==> config.mk <==
export PLATFORM = sky130hd
export DESIGN_NAME = plc_cell
export DESIGN_NICKNAME = d
export VERILOG_FILES = /design/src/hdl/plc_pkg.sv /design/src/hdl/plc_cell.sv
export SDC_FILE = /design/constraint.sdc
export NUM_CORES = 1
export LEC_CHECK = 0
export BUFFER_PORTS_ARGS = -buffer_cell sky130_fd_sc_hd__buf_2
export CAP_MARGIN = 20
export CORE_AREA = 2 2 126 128
export DETAILED_ROUTE_END_ITERATION = 8
export DIE_AREA = 0 0 128 130
export MAX_ROUTING_LAYER = met4
export PLACE_DENSITY = 0.81
export SLEW_MARGIN = 20
export SYNTH_ARGS = -nofsm -noshare
export SYNTH_HDL_FRONTEND = slang
export SYNTH_SLANG_ARGS = --single-unit
==> constraint.sdc <==
create_clock -name clk_i -period 17.8 [get_ports clk_i]
set_input_delay 0 -clock clk_i [delete_from_list [all_inputs] [get_ports clk_i]]
set_output_delay 0 -clock clk_i [all_outputs]
set_load 0.01 [all_outputs]
==> src/hdl/plc_pkg.sv <==
// Shared constants, types and state encodings for the polyline crossing finder.
`default_nettype none
package plc_pkg;

  localparam int COORD_W    = 48;
  localparam int FRAC_W     = 16;
  localparam int TOL_W      = 16;
  localparam int PLIM_W     = 32;
  localparam int HIT_CAP    = 31;
  localparam int CNT_W      = 5;
  localparam int CFG_IDX_W  = 3;
  localparam int CFG_DATA_W = COORD_W;
  localparam int DIFF_W     = COORD_W + 1;
  localparam int VAL_W      = 2 * DIFF_W + 1;
  localparam int DET_W      = VAL_W + 1;
  localparam int NUM_W      = DIFF_W + VAL_W;
  localparam int QUO_W      = COORD_W + 3;
  localparam int SUM_W      = QUO_W + 2;
  localparam int NEAR_W     = SUM_W + 1;
  localparam int BIT_W      = 6;

  localparam logic signed [COORD_W-1:0] COORD_MAX = {1'b0, {(COORD_W-1){1'b1}}};
  localparam logic signed [COORD_W-1:0] COORD_MIN = {1'b1, {(COORD_W-1){1'b0}}};
  localparam logic signed [COORD_W-1:0] LINE_END_X_RST = COORD_W'(1) << FRAC_W;
  localparam logic [TOL_W-1:0]          TOL_RST  = TOL_W'(66);
  localparam logic [PLIM_W-1:0]         PLIM_RST = PLIM_W'(429497);

  typedef enum logic [CFG_IDX_W-1:0] {
    REG_LINE_START_X   = 3'd0,
    REG_LINE_START_Y   = 3'd1,
    REG_LINE_END_X     = 3'd2,
    REG_LINE_END_Y     = 3'd3,
    REG_EDGE_TOLERANCE = 3'd4,
    REG_PARALLEL_LIMIT = 3'd5
  } plc_reg_e;

  typedef struct packed {
    logic signed [COORD_W-1:0] sx;
    logic signed [COORD_W-1:0] sy;
    logic signed [COORD_W-1:0] ex;
    logic signed [COORD_W-1:0] ey;
    logic [TOL_W-1:0]          tol;
    logic [PLIM_W-1:0]         plim;
  } plc_cfg_t;

  typedef enum logic [1:0] {
    CELL_HOLD,
    CELL_SHIFT,
    CELL_SORT
  } plc_cell_op_e;

  typedef struct packed {
    plc_cell_op_e     op;
    logic             phase;
    logic             sortx;
    logic [CNT_W-1:0] count;
  } plc_cell_ctrl_t;

  typedef struct packed {
    logic                      done;
    logic                      hit;
    logic signed [COORD_W-1:0] x;
    logic signed [COORD_W-1:0] y;
  } plc_hit_t;

  typedef enum logic [2:0] {
    MOP_AX1,
    MOP_BY1,
    MOP_AX2,
    MOP_BY2,
    MOP_QX,
    MOP_QY
  } plc_mop_e;

  typedef enum logic [2:0] {
    E_IDLE,
    E_MUL,
    E_CHK,
    E_DIVI,
    E_DIV,
    E_FIN,
    E_DONE
  } plc_edge_state_e;

  typedef enum logic [2:0] {
    S_IDLE,
    S_EDGE,
    S_ALIGN,
    S_SORT,
    S_OUT
  } plc_state_e;

endpackage
`default_nettype wire

==> src/hdl/plc_cell.sv <==
// One cell of the crossing chain: holds a point, shifts or compare-swaps with neighbours.
`default_nettype none
module plc_cell (
  input  logic                               clk_i,
  input  plc_pkg::plc_cell_ctrl_t            ctrl_i,
  input  logic [plc_pkg::CNT_W-1:0]          idx_i,
  input  logic signed [plc_pkg::COORD_W-1:0] up_x_i,
  input  logic signed [plc_pkg::COORD_W-1:0] up_y_i,
  input  logic signed [plc_pkg::COORD_W-1:0] dn_x_i,
  input  logic signed [plc_pkg::COORD_W-1:0] dn_y_i,
  input  logic                               swap_dn_i,
  output logic signed [plc_pkg::COORD_W-1:0] x_o,
  output logic signed [plc_pkg::COORD_W-1:0] y_o,
  output logic                               swap_o
);
  import plc_pkg::*;

  logic signed [COORD_W-1:0] x_q, y_q, key_self, key_up;
  logic                      pair_live;

  assign key_self  = ctrl_i.sortx ? x_q : y_q;
  assign key_up    = ctrl_i.sortx ? up_x_i : up_y_i;
  assign pair_live = ({1'b0, idx_i} + (CNT_W+1)'(1)) < {1'b0, ctrl_i.count};
  // strict compare keeps equal keys in arrival order
  assign swap_o = (ctrl_i.op == CELL_SORT) && (idx_i[0] == ctrl_i.phase) &&
                  pair_live && (key_self > key_up);

  assign x_o = x_q;
  assign y_o = y_q;

  always_ff @(posedge clk_i) begin
    unique case (ctrl_i.op)
      CELL_SHIFT: begin
        x_q <= up_x_i;
        y_q <= up_y_i;
      end
      CELL_SORT: begin
        if (swap_o) begin
          x_q <= up_x_i;
          y_q <= up_y_i;
        end else if (swap_dn_i) begin
          x_q <= dn_x_i;
          y_q <= dn_y_i;
        end
      end
      default: begin
      end
    endcase
  end

endmodule
`default_nettype wire

== After elaboration in Yosys (flattened, before gate mapping) ==
Index checks and enable logic that the tools add are counted.
Widths: inputs -> output; s select.
Storage, ports and cells
  register bits: 96
  output and inout bits: 97
Cells by class
  add/sub/neg operators: 1
  magnitude comparators: 2
  eq/ne operators: 4
  mux-type cells: 8
  reduce and logical (&&, ||, !) cells: 5
Operators with widths (number)
  $mux 48: 6
  $pmux 48 s2: 2
  $gt 48x48->1: 1
  $add 5x1->6 const B: 1
  $lt 6x5->1: 1
  $logic_and 1x1->1: 3
  $ne 3x3->1 const B: 1
  $eq 2x1->1 const B: 1
  $eq 2x2->1 const B: 1
  $reduce_and 2->1: 1
  $reduce_bool 2->1: 1
  $eq 1x1->1: 1

== Logic depth before layout (Yosys ltp) ==
Gate-level depths: netlist of run 1.
  depth after elaboration: 6
  mapped depth: 15
  depth with buffers taken out: 10

== Worst setup path before layout of run 1 ==
Ideal clock, no wire load.
  path type: in2reg
  start point: in ctrl_i[5] (netlist name)
  end point: reg x_q[0] (netlist: x_o[0]), enable pin
  library setup time: 0.904 ns
  arrival: 4.715 ns
  path slack: 12.181 ns
  stages: 14
  path buffers: 5
  cell sequence: clkbuf_1 clkbuf_1 buf_1 mux2i_1 ha_1 nand4_2 nor4_4 nand3_2 o211ai_1 nor2_1 mux2i_4 buf_4 buf_6 nand2_1
Between the ends
  word-level cells in the longest chain between the ends: 5
Ends and longest elaborated chain
  from (decl): line plc_cell.sv:5  | input plc_pkg::plc_cell_ctrl_t ctrl_i,
  $mux 48 (on tied branches): line plc_cell.sv:21, plc_cell.sv:22
  $gt 48x48->1 *: line plc_cell.sv:26  | pair_live && (key_self > key_up);
  $logic_and 1x1->1 *: line plc_cell.sv:26
  $ne 3x3->1 (no line) *
  $reduce_and 2->1 (no line) *
  to (signal assigned): line plc_cell.sv:34  | x_q <= up_x_i;
  to (signal assigned): line plc_cell.sv:39  | x_q <= up_x_i;
  to (signal assigned): line plc_cell.sv:42  | x_q <= dn_x_i;
  to (decl): line plc_cell.sv:18  | logic signed [COORD_W-1:0] x_q, y_q, key_self, key_up;
Mark *: on every way between the ends. The rest lies on a longest branch, timed or not.
A chain may end at the register's enable or synchronous reset.

== Worst setup path after layout of run 1 ==
  start point: in ctrl_i[5] (netlist name)
  end point: reg y_q[20] (netlist: y_o[20]) (data pin)
Between the ends
  word-level cells in the longest chain between the ends: 5
Ends and longest elaborated chain
  $mux 48 (on tied branches): line plc_cell.sv:21, plc_cell.sv:22
  $gt 48x48->1 *: line plc_cell.sv:26
  $logic_and 1x1->1 *: line plc_cell.sv:26
  $mux 48 *: line plc_cell.sv:38  | if (swap_o) begin
  $pmux 48 s2 *: line plc_cell.sv:32  | unique case (ctrl_i.op)
  to (signal assigned): line plc_cell.sv:35  | y_q <= up_y_i;
  to (signal assigned): line plc_cell.sv:40  | y_q <= up_y_i;
  to (signal assigned): line plc_cell.sv:43  | y_q <= dn_y_i;
  to (decl): line plc_cell.sv:18
Marks and branches as above.

==> reports/qor.csv, run 1 <==
stage,metric,value,unit
run_status,status,completed,
synthesis,synth cell count leaders,"inv_1 (200), nand2_1 (112), edfxtp_1 (96)",
floorplan,Die Area,16600,um^2
finish,Nets,1462,
cts,cts bufs inserted,9,
synthesis,Post-synth EDFFs,96,
finish,P&R area growth vs syn,44.5,%
global_route,number of global-route vias before repair,7936,
finish,final core occ,0.702,
critical_path,Worst setup EP type,flop,
detailed_routing,initial drt markers,702,
floorplan,cell row count,46,
timing,Setup TNS Final,0,ps
place,PortBufs,304,
critical_path,CP arrival,5560,ps
pwr,P_leak,0.00553,uW
synthesis,Mapped Cells,782,
timing,RSZ-0062 raised after global routing,no,
detailed_routing,DR pass1 iterations,5,
detailed_routing,wire per inst,17.4,um
timing,Max Clock Skew,10.9,ps
global_route,GRT overflow,0,
timing,Setup Viol. Count Final,0,
cts,clock latency on the worst-skew pair,350,ps
floorplan,die extent in x,128,um
cts,CTS sink count,96,
timing,Rel. slew slack,0.271,
critical_path,Worst Path Required,17890,ps
detailed_routing,post-route ant nets,0,
pwr,combinational share of power,0.336,
job,max-cap violation count,0,
pwr,cell area power density,70.2,nW/um^2
floorplan,Initial Util,0.486,
pwr,worst vdd ir,0.0474,mV
timing,final slew viol count,0,
cts,CTS root buf,clkbuf_16,
timing,Period minus WS final,5470,ps
detailed_routing,# DRC,0,
global_route,initial antenna violation count,2,
floorplan,I/O pin count,305,
floorplan,Core Box Area,15400,um^2
critical_path,Setup CP Type,in2reg,
pwr,Sw Pwr,234,uW
synthesis,Cell variety after synth,40,
synthesis,Syn Nets,1043,
synthesis,ys async rst share,0,
place,DP Area,9100,um^2
critical_path,Critical Path Source Type,input port,
finish,fin area,10800,um^2
synthesis,post-synth top area share,0.385,
place,Detail Placement HPWL,15.6,mm
cts,clk slew on worst S/H paths,70,ps
global_route,largest net degree at the start of global routing,98,
finish,share of layout cells above drive strength 1,0.330,
global_route,Tot GR Track Use,0.288,
cts,H-Tree Depth,3,
synthesis,syn_area_per_cell,9.58,um^2
timing,Peak Freq,183,MHz
pwr,Internal,526,uW
floorplan,die height,130,um
pwr,sequential power share,0.388,
cts,clk buf depth,2,
synthesis,most area-hungry cell type in the Yosys netlist,edfxtp_1,
place,RePlAce Congestion,0.832,
synthesis,"Seq/Total Area, Yosys",0.385,
pwr,part of the power in the clock network,0.276,
synthesis,Yosys reg bits,96,
detailed_routing,Vias,7742,
global_route,first-pass GRT wire length,36.9,mm
timing,Slew @ Worst Pin,1090,ps
timing,Final period util,0.307,
detailed_routing,final wirelength,24.4,mm
synthesis,most numerous cell in the Yosys netlist,inv_1,
synthesis,YS warnings,0,
detailed_routing,vias per inst,5.53,
cts,CTS tree,done,
synthesis,top_reg_cell synth,edfxtp_1,
hold_path,Hold Path Class,in2reg,
synthesis,synthesized cell area,7490,um^2
critical_path,crit-path max FO,55,
timing,"Hold Vio Cnt, Final",0,
pwr,switching share of total power,0.307,
synthesis,largest cells by area after synthesis,"edfxtp_1 (38%), inv_1 (10%), o221ai_1 (9.1%), ha_1 (8.9%), mux2_2 (7.1%)",
-- area by class of cell --
class / instances / area [um^2]
sequential: 96 / 2880
multi-input combinational: 444 / 3660
fill: 1086 / 4600
inverter: 200 / 751
timing repair buffer: 450 / 2970
clock buffer: 9 / 225
antenna: 3 / 7.51
tap: 192 / 240
clock inverter: 7 / 86.3
-- registers in the layout, summed over array words and instances (netlist names) --
register / count
x_o: 48
y_o: 48
-- placed cells by master, fill, tap and decap left out, types with 2 or more instances in the layout --
cell / instances
a21oi_1: 20
mux2_2: 47
nand4_1: 10
nor3_1: 4
clkinv_1: 3
ha_1: 53
buf_4: 7
o211ai_1: 2
bufinv_16: 2
nor2b_1: 3
clkinvlp_4: 2
edfxtp_1: 96
mux2i_1: 48
dlygate4sd3_1: 140
o221ai_1: 78
nand3_1: 8
nand2_1: 111
and4_1: 2
diode_2: 3
o221ai_2: 19
o211a_1: 2
a211oi_1: 2
a21o_1: 5
o21ai_0: 7
buf_2: 303
clkbuf_16: 9
nor2_1: 4
inv_1: 200
xnor2_1: 2
a221oi_1: 3
-- power by group through the flow --
stage	Combinational [uW]	Sequential, uW	Clock [uW]
floorplan	123	310	0
global placement	208	299	0
detailed placement	214	299	0
CTS	248	294	212
global route	277	297	220
finish	255	295	209
-- worst max-delay path, stage by stage --
cell	delay (ps)
buf_4	560
buf_4	680
mux2_2	410
ha_1	320
nand4_1	220
nor4_4	390
nand3_2	150
o211ai_1	380
nor2_1	120
mux2i_4	190
buf_4	520
buf_4	620
o221ai_1	200
dlygate4sd3_1	610
-- through the flow --
| stage | setup WS (ps) | cells | hold slack (ps) | total power [uW] |
|---|---|---|---|---|
| 3_3_place_gp | 12690 | 1242 | 299 | 507 |
| 5_1_grt | 12130 | 1400 | 4.61 | 794 |
| 3_5_place_dp | 12510 | 1242 | 306 | 513 |
| 6_report | 12330 | 1401 | 4.61 | 760 |
| 2_1_floorplan | 12180 | 782 | 194 | 433 |
| 4_1_cts | 12440 | 1398 | 0.423 | 755 |
-- what timing repair did --
item                      in CTS  in global routing
setup buffers                  0                  0
gates resized for setup        0                  0
hold buffers                 140                  0
hold endpoints to repair      93                  0
-- cells by family after synthesis --
| group | count (synthesis) | share of synthesized area |
|---|---|---|
| xor gates and xnor gates | 3 | 0.00351 |
| muxes | 96 | 0.138 |
| AOI/OAI and AO/OA | 142 | 0.168 |
| DFF | 96 | 0.385 |
| adders and majority gates | 53 | 0.0885 |
| buffers and inverters | 242 | 0.128 |
| and+or+nand+nor | 150 | 0.0890 |
-- final timing paths --
path	startpoint	end	slack, ps	cells after the start
hold / removal	dn_y_i[32]	y_o[32]	5	3
setup / recovery	ctrl_i[5]	y_o[20]	12330	14
hold reg to reg	y_o[47]	y_o[47]	1600	5
setup reg to reg	x_o[9]	y_o[20]	12890	12
-- metal layers --
layer,track usage,vias up,routed length [um]
li1,-,3603,-
met1,0.302,3604,9070
met2,0.528,449,12700
met3,0.0369,86,1590
met4,0.158,0,1020
met5,-,-,0
Power figures use the tool's default switching activity.
==> run 2, diff against run 1 <==
--- a/config.mk
+++ b/config.mk
@@ -5,13 +5,14 @@
 export SDC_FILE = /design/constraint.sdc
 export NUM_CORES = 1
 export LEC_CHECK = 0
+export ABC_AREA = 1
 export BUFFER_PORTS_ARGS = -buffer_cell sky130_fd_sc_hd__buf_2
 export CAP_MARGIN = 20
-export CORE_AREA = 2 2 126 128
+export CORE_AREA = 2 2 127 129
 export DETAILED_ROUTE_END_ITERATION = 8
-export DIE_AREA = 0 0 128 130
+export DIE_AREA = 0 0 129 131
 export MAX_ROUTING_LAYER = met4
-export PLACE_DENSITY = 0.81
+export PLACE_DENSITY = 0.78
 export SLEW_MARGIN = 20
 export SYNTH_ARGS = -nofsm -noshare
 export SYNTH_HDL_FRONTEND = slang
==> constraint.sdc (replaced) <==
create_clock -name clk_i -period 5 [get_ports clk_i]
set_input_delay 0 -clock clk_i [delete_from_list [all_inputs] [get_ports clk_i]]
set_output_delay 0 -clock clk_i [all_outputs]
set_load 0.01 [all_outputs]
==> run 2 against run 1 <==
Global-route usage fell by 0.077 points. Area after synthesis fell by 10%. Count of clock-buffer cells in the layout rose by 2. Register-to-register slack got worse by 12000 ps. Clock power rose to 3.2 times the previous value. Sequential share of layout area rose by 0.60 points. Clock skew fell by 4.6 ps. Combinational power rose to 3.0 times the previous value. Non-clock buffer count rose by 52. Sequential power rose to 3.4 times the previous value. Largest cell class unchanged. Critical path depth rose by 4. Synthesized cell count fell by 5.0%.
==> reports/qor.csv, run 2 <==
stage,metric,value,unit
synthesis,syn_area_per_cell,9.05,um^2
synthesis,largest cells by area after synthesis,"edfxtp_1 (43%), nand2_1 (15%), ha_1 (9.9%), mux2_2 (8.0%), nand3_1 (7.7%)",
synthesis,Mapped Cells,743,
cts,CTS root buf,clkbuf_16,
hold_path,hold-critical path depth,3,
critical_path,CP max stage delay,810,ps
finish,share of layout cells above drive strength 1,0.309,
synthesis,Synth Area in XOR/XNOR,0.00521,
detailed_routing,DR pass1 iterations,5,
place,PortBufs,304,
synthesis,post-synthesis adder-cell area fraction,0.0986,
cts,clk buf depth,2,
floorplan,Die Area,16900,um^2
synthesis,largest family of logic cells by synthesized area,simple AND/OR/NAND/NOR gates,
timing,"Hold Vio Cnt, Final",0,
timing,final slew viol count,0,
synthesis,top_reg_cell synth,edfxtp_1,
synthesis,YS warnings,0,
timing,Setup TNS Final,0,ps
critical_path,Reg2Reg Depth,16,
global_route,Tot GR Track Use,0.287,
cts,CTS sink count,96,
place,DP Area,8420,um^2
detailed_routing,final wirelength,24.2,mm
global_route,GR Util met1,0.313,
timing,fin worst setup slack,631,ps
synthesis,post-synth top area share,0.429,
detailed_routing,post-route ant nets,0,
synthesis,Post-synth EDFFs,96,
critical_path,Worst Path Required,5210,ps
place,Place WS,955,ps
cts,cts bufs inserted,9,
detailed_routing,wire per inst,16.9,um
synthesis,Synth Area in Simple Gates,0.246,
hold_path,Hold Path Class,in2reg,
synthesis,synth cell count leaders,"nand2_1 (265), nand3_1 (104), edfxtp_1 (96)",
global_route,largest net degree at the start of global routing,97,
cts,H-Tree Depth,3,
detailed_routing,vias per inst,5.22,
floorplan,I/O pin count,305,
timing,Slew @ Worst Pin,1050,ps
pwr,cell area power density,231,nW/um^2
hold_path,worst-case hold path end point,x_o[17],
job,max-cap violation count,0,
timing,Max Clock Skew,6.26,ps
critical_path,crit-path max FO,96,
cts,post-CTS resize count,0,
floorplan,Core Box Area,15600,um^2
synthesis,Cell variety after synth,26,
finish,final core occ,0.679,
global_route,GRT overflow,0,
place,RePlAce Congestion,0.898,
timing,Rel. slew slack,0.299,
cts,clock latency on the worst-skew pair,340,ps
global_route,met2 Usage GRT,0.513,
timing,Final period util,0.874,
critical_path,CP max stage cell,buf_4,
finish,fin area,10600,um^2
detailed_routing,# DRC,0,
synthesis,synthesized cell area,6720,um^2
synthesis,mux share of post-synthesis cell area,0.152,
critical_path,CP arrival,4580,ps
finish,Nets,1476,
critical_path,cell mode on critical path,nand2_1,
synthesis,Yosys reg bits,96,
run_status,status,completed,
floorplan,cell row count,46,
cts,clk slew on worst S/H paths,70,ps
global_route,busiest layer in global routing,met2,
pwr,total power,2440,uW
critical_path,Critical Path Source Type,input port,
timing,Peak Freq,229,MHz
cts,CTS tree,done,
global_route,initial antenna violation count,0,
timing,RSZ-0062 raised after global routing,no,
pwr,P_leak,0.00527,uW
critical_path,Worst setup EP type,flop,
global_route,met3 Use GR,0.0350,
synthesis,most numerous cell in the Yosys netlist,nand2_1,
hold_path,min-delay src,dn_x_i[17],
place,Detail Placement HPWL,14.9,mm
critical_path,reg2reg end,x_o[24],
critical_path,Reg2Reg Setup Slack,730,ps
floorplan,die extent in x,129,um
detailed_routing,Vias,7482,
finish,P&R area growth vs syn,57.4,%
finish,Diodes inserted,0,
critical_path,CP Cell Sequence,"buf_4, buf_12, mux2_2, ha_1, nand2_1, nor2_1, nand2_1, nor2_1, nand3_1, nor2_1, nand2_1, nand4_1, nand3_4, nand2_4, buf_4, nand2_1, nand2_1, dlygate4sd3_1",
synthesis,"Seq/Total Area, Yosys",0.429,
global_route,number of global-route vias before repair,7741,
timing,Period minus WS final,4370,ps
timing,Setup Viol. Count Final,0,
finish,"commonest non-fill, non-tap cell in the layout",buf_2,
synthesis,most area-hungry cell type in the Yosys netlist,edfxtp_1,
synthesis,ys async rst share,0,
finish,most frequent cells in the layout,"buf_2 (303), nand2_1 (264), dlygate4sd3_1 (190)",
synthesis,Compound-Gate Fraction of Synth Area,0.0216,
critical_path,worst reg2reg startpoint,x_o[39],
floorplan,die height,131,um
detailed_routing,initial drt markers,425,
global_route,first-pass GRT wire length,36.9,mm
critical_path,Setup CP Type,in2reg,
pwr,worst vdd ir,0.142,mV
synthesis,Syn Nets,1004,
floorplan,Initial Util,0.431,
-- run 2: critical path, delay by kind of cell --
kind	cells	cell delay, ps
simple gates	12	1740
buf+inv	4	2050
mux	1	370
fa+ha+maj	1	320
-- run 2: cell type report --
type                    instances  area [um^2]
clock buffers                  11          233
clock inverters                 2         33.8
fillers                      1118         5010
inverters                      29          109
multi-input cells             577         3530
flip-flops and latches         96         2880
well taps                     216          270
repair buffers                502         3520
-- run 2: layer usage --
metal  vias up  wire length (um)
met1      3484              9230
met3        83              1480
met5         -                 0
met4         0              1090
li1       3504                 -
met2       411             12400
-- run 2: what timing repair did --
action | CTS | global route
endpoints found under the hold margin | 96 | 0
hold buffers | 190 | 0
buffers inserted | 0 | 0
-- run 2: worst max path at each step --
| stage | startpoint | to | slack [ps] |
|---|---|---|---|
| global route | ctrl_i[5] | x_o[24] | 330 |
| CTS | x_o[19] | x_o[8] | 740 |
| floorplan | ctrl_i[5] | x_o[0] | 920 |
| finish | ctrl_i[5] | x_o[24] | 630 |
| detailed placement | ctrl_i[5] | y_o[18] | 960 |
| global placement | ctrl_i[5] | y_o[18] | 1020 |
-- run 2: where the power goes --
group	leakage [uW]	switching (uW)	internal (uW)	total, uW
Clock	0.000129	291	379	669
Combinational	0.00421	381	391	772
Sequential	0.000924	32.1	967	1000
Total	0.00527	703	1740	2440
-- run 2: logic make-up (layout without fill, tap and decap cells) --
logic type	after synthesis	in the layout
mux	96	96
buf+inv	70	544
fa+ha+maj	53	53
xor+xnor	4	4
simple gates	397	397
compound gates	27	27
flops	96	96
-- run 2: per-stage QoR --
stage | cells | hold slack (ps)
floorplan | 743 | 179
global placement | 1230 | 281
detailed placement | 1230 | 281
CTS | 1433 | 0.0304
global route | 1433 | 24.3
finish | 1433 | 20.9
==> run 3, diff against run 2 <==
--- a/config.mk
+++ b/config.mk
@@ -5,14 +5,16 @@
 export SDC_FILE = /design/constraint.sdc
 export NUM_CORES = 1
 export LEC_CHECK = 0
-export ABC_AREA = 1
 export BUFFER_PORTS_ARGS = -buffer_cell sky130_fd_sc_hd__buf_2
 export CAP_MARGIN = 20
-export CORE_AREA = 2 2 127 129
+export CELL_PAD_IN_SITES_DETAIL_PLACEMENT = 0
+export CELL_PAD_IN_SITES_GLOBAL_PLACEMENT = 1
+export CORE_AREA = 2 2 154 156
 export DETAILED_ROUTE_END_ITERATION = 8
-export DIE_AREA = 0 0 129 131
+export DIE_AREA = 0 0 156 158
 export MAX_ROUTING_LAYER = met4
 export PLACE_DENSITY = 0.78
+export SKIP_LAST_GASP = 1
 export SLEW_MARGIN = 20
 export SYNTH_ARGS = -nofsm -noshare
 export SYNTH_HDL_FRONTEND = slang
==> run 3 against run 2 <==
Power grew 12%. Sequential share of layout area fell by 1.9 points. Largest power group unchanged. Final area grew 7.6%. Non-clock buffer count shrank 9. Register-to-register slack improved by 20 ps.
==> reports/qor.csv, run 3 (synthesis gave the netlist of run 1 again) <==
stage,metric,value,unit
detailed_routing,# DRC,0,
hold_path,Hold Path Class,in2reg,
critical_path,Critical Path Source Type,flop,
place,Detail Placement HPWL,17.2,mm
pwr,P_leak,0.00573,uW
floorplan,I/O pin count,305,
cts,CTS tree,done,
timing,"Hold Vio Cnt, Final",0,
global_route,number of global-route vias before repair,7906,
place,RePlAce Congestion,0.822,
timing,Slew @ Worst Pin,809,ps
detailed_routing,post-route ant nets,0,
floorplan,Core Box Area,23100,um^2
finish,P&R area growth vs syn,52.0,%
place,PortBufs,304,
cts,H-Tree Depth,3,
detailed_routing,final wirelength,24.8,mm
run_status,status,completed,
finish,most frequent cells in the layout,"buf_2 (303), inv_1 (200), dlygate4sd3_1 (178)",
timing,Peak Freq,235,MHz
floorplan,die extent in x,156,um
finish,"commonest non-fill, non-tap cell in the layout",buf_2,
global_route,initial antenna violation count,1,
floorplan,Initial Util,0.325,
cts,"Setup Fix Bufs, Post-CTS",0,
global_route,GRT overflow,0,
finish,Nets,1505,
cts,cts bufs inserted,9,
critical_path,Setup CP Type,reg2reg,
detailed_routing,Vias,7444,
critical_path,crit-path max FO,38,
finish,FILL cells,2115,
global_route,largest net degree at the start of global routing,97,
global_route,GR Util met1,0.241,
global_route,met3 Use GR,0.0287,
cts,CTS root buf,clkbuf_16,
critical_path,Worst Path Required,5110,ps
global_route,first-pass GRT wire length,38.6,mm
global_route,Tot GR Track Use,0.204,
global_route,busiest layer in global routing,met2,
timing,Setup Viol. Count Final,0,
timing,Max Clock Skew,8.90,ps
cts,hold buffers post-CTS,178,
floorplan,die height,158,um
job,max-cap violation count,0,
pwr,worst vdd ir,0.138,mV
cts,post-CTS resize count,0,
global_route,met2 Usage GRT,0.360,
finish,share of layout cells above drive strength 1,0.325,
cts,clk slew on worst S/H paths,70,ps
cts,clock latency on the worst-skew pair,360,ps
detailed_routing,DR pass1 iterations,5,
timing,Final period util,0.850,
cts,clk buf depth,2,
detailed_routing,vias per inst,4.83,
timing,Rel. slew slack,0.461,
timing,RSZ-0062 raised after global routing,no,
floorplan,cell row count,56,
timing,Hold WS,16.3,ps
critical_path,CP arrival,4360,ps
timing,final slew viol count,0,
cts,CTS sink count,96,
detailed_routing,wire per inst,16.1,um
floorplan,Die Area,24600,um^2
pwr,cell area power density,241,nW/um^2
detailed_routing,initial drt markers,395,
critical_path,Worst setup EP type,flop,
timing,Setup TNS Final,0,ps
timing,Period minus WS final,4250,ps
[run 3: cell count changes in the layout (fill, tap and decap cells not counted), moves of 5 or more]
cell,previous run,this run
nor2_1,19,4
inv_1,27,200
nand2_1,264,111
nand3_1,104,8
o221ai_2,0,19
o21ai_0,2,7
o221ai_1,0,78
nand4_1,3,10
dlygate4sd3_1,190,178
[run 3: layout make-up]
cell class	instances	area [um^2]	area share
repair buffers	493	3430	0.301
inverters	200	751	0.0659
clock buffers	9	225	0.0198
multi-input cells	444	3660	0.322
clock inverters	7	71.3	0.00626
flip-flops and latches	96	2880	0.253
diodes	1	2.50	0.000220
well taps	290	363	0.0319
[run 3: metal layers]
layer  wire (um)  part of all wire
met1       10800              0.44
met2       12200              0.49
met3        1380             0.056
met4         484             0.019
met5           0                 0
[run 3: metrics by stage]
stage	power [uW]	util	setup slack [ps]	cell area (um^2)	instances
after detailed placement	1850	0.404	892	9300	1345
after CTS	2760	0.494	718	11400	1539
final	2740	0.494	748	11400	1540
after global placement	1840	0.404	986	9300	1345
after floorplan	1540	-	360	7490	782
after global routing	2910	0.494	459	11400	1540
[run 3: worst paths after layout]
path	slack, ps	endpoint	start	cells past startpoint
worst max-delay path	750	y_o[30]	y_o[30]	11
worst min-delay path	20	y_o[14]	dn_y_i[14]	3
worst max register to register	750	y_o[30]	y_o[30]	11
worst min register to register	1590	y_o[24]	x_o[47]	8
[run 3: where the power goes]
part           internal (uW)  total [uW]  switching [uW]
Sequential              1000        1050            43.6
Combinational            485         961             476
Clock                    390         730             340
[run 3: worst max-delay path, cell delays in order, from the launching register on]
cell	delay [ps]
edfxtp_1	400
mux2_2	280
ha_1	330
nand4_1	100
nor3_1	600
nand3_2	210
o211ai_1	400
nor2_1	130
mux2i_4	230
buf_4	500
o221ai_1	190
dlygate4sd3_1	600
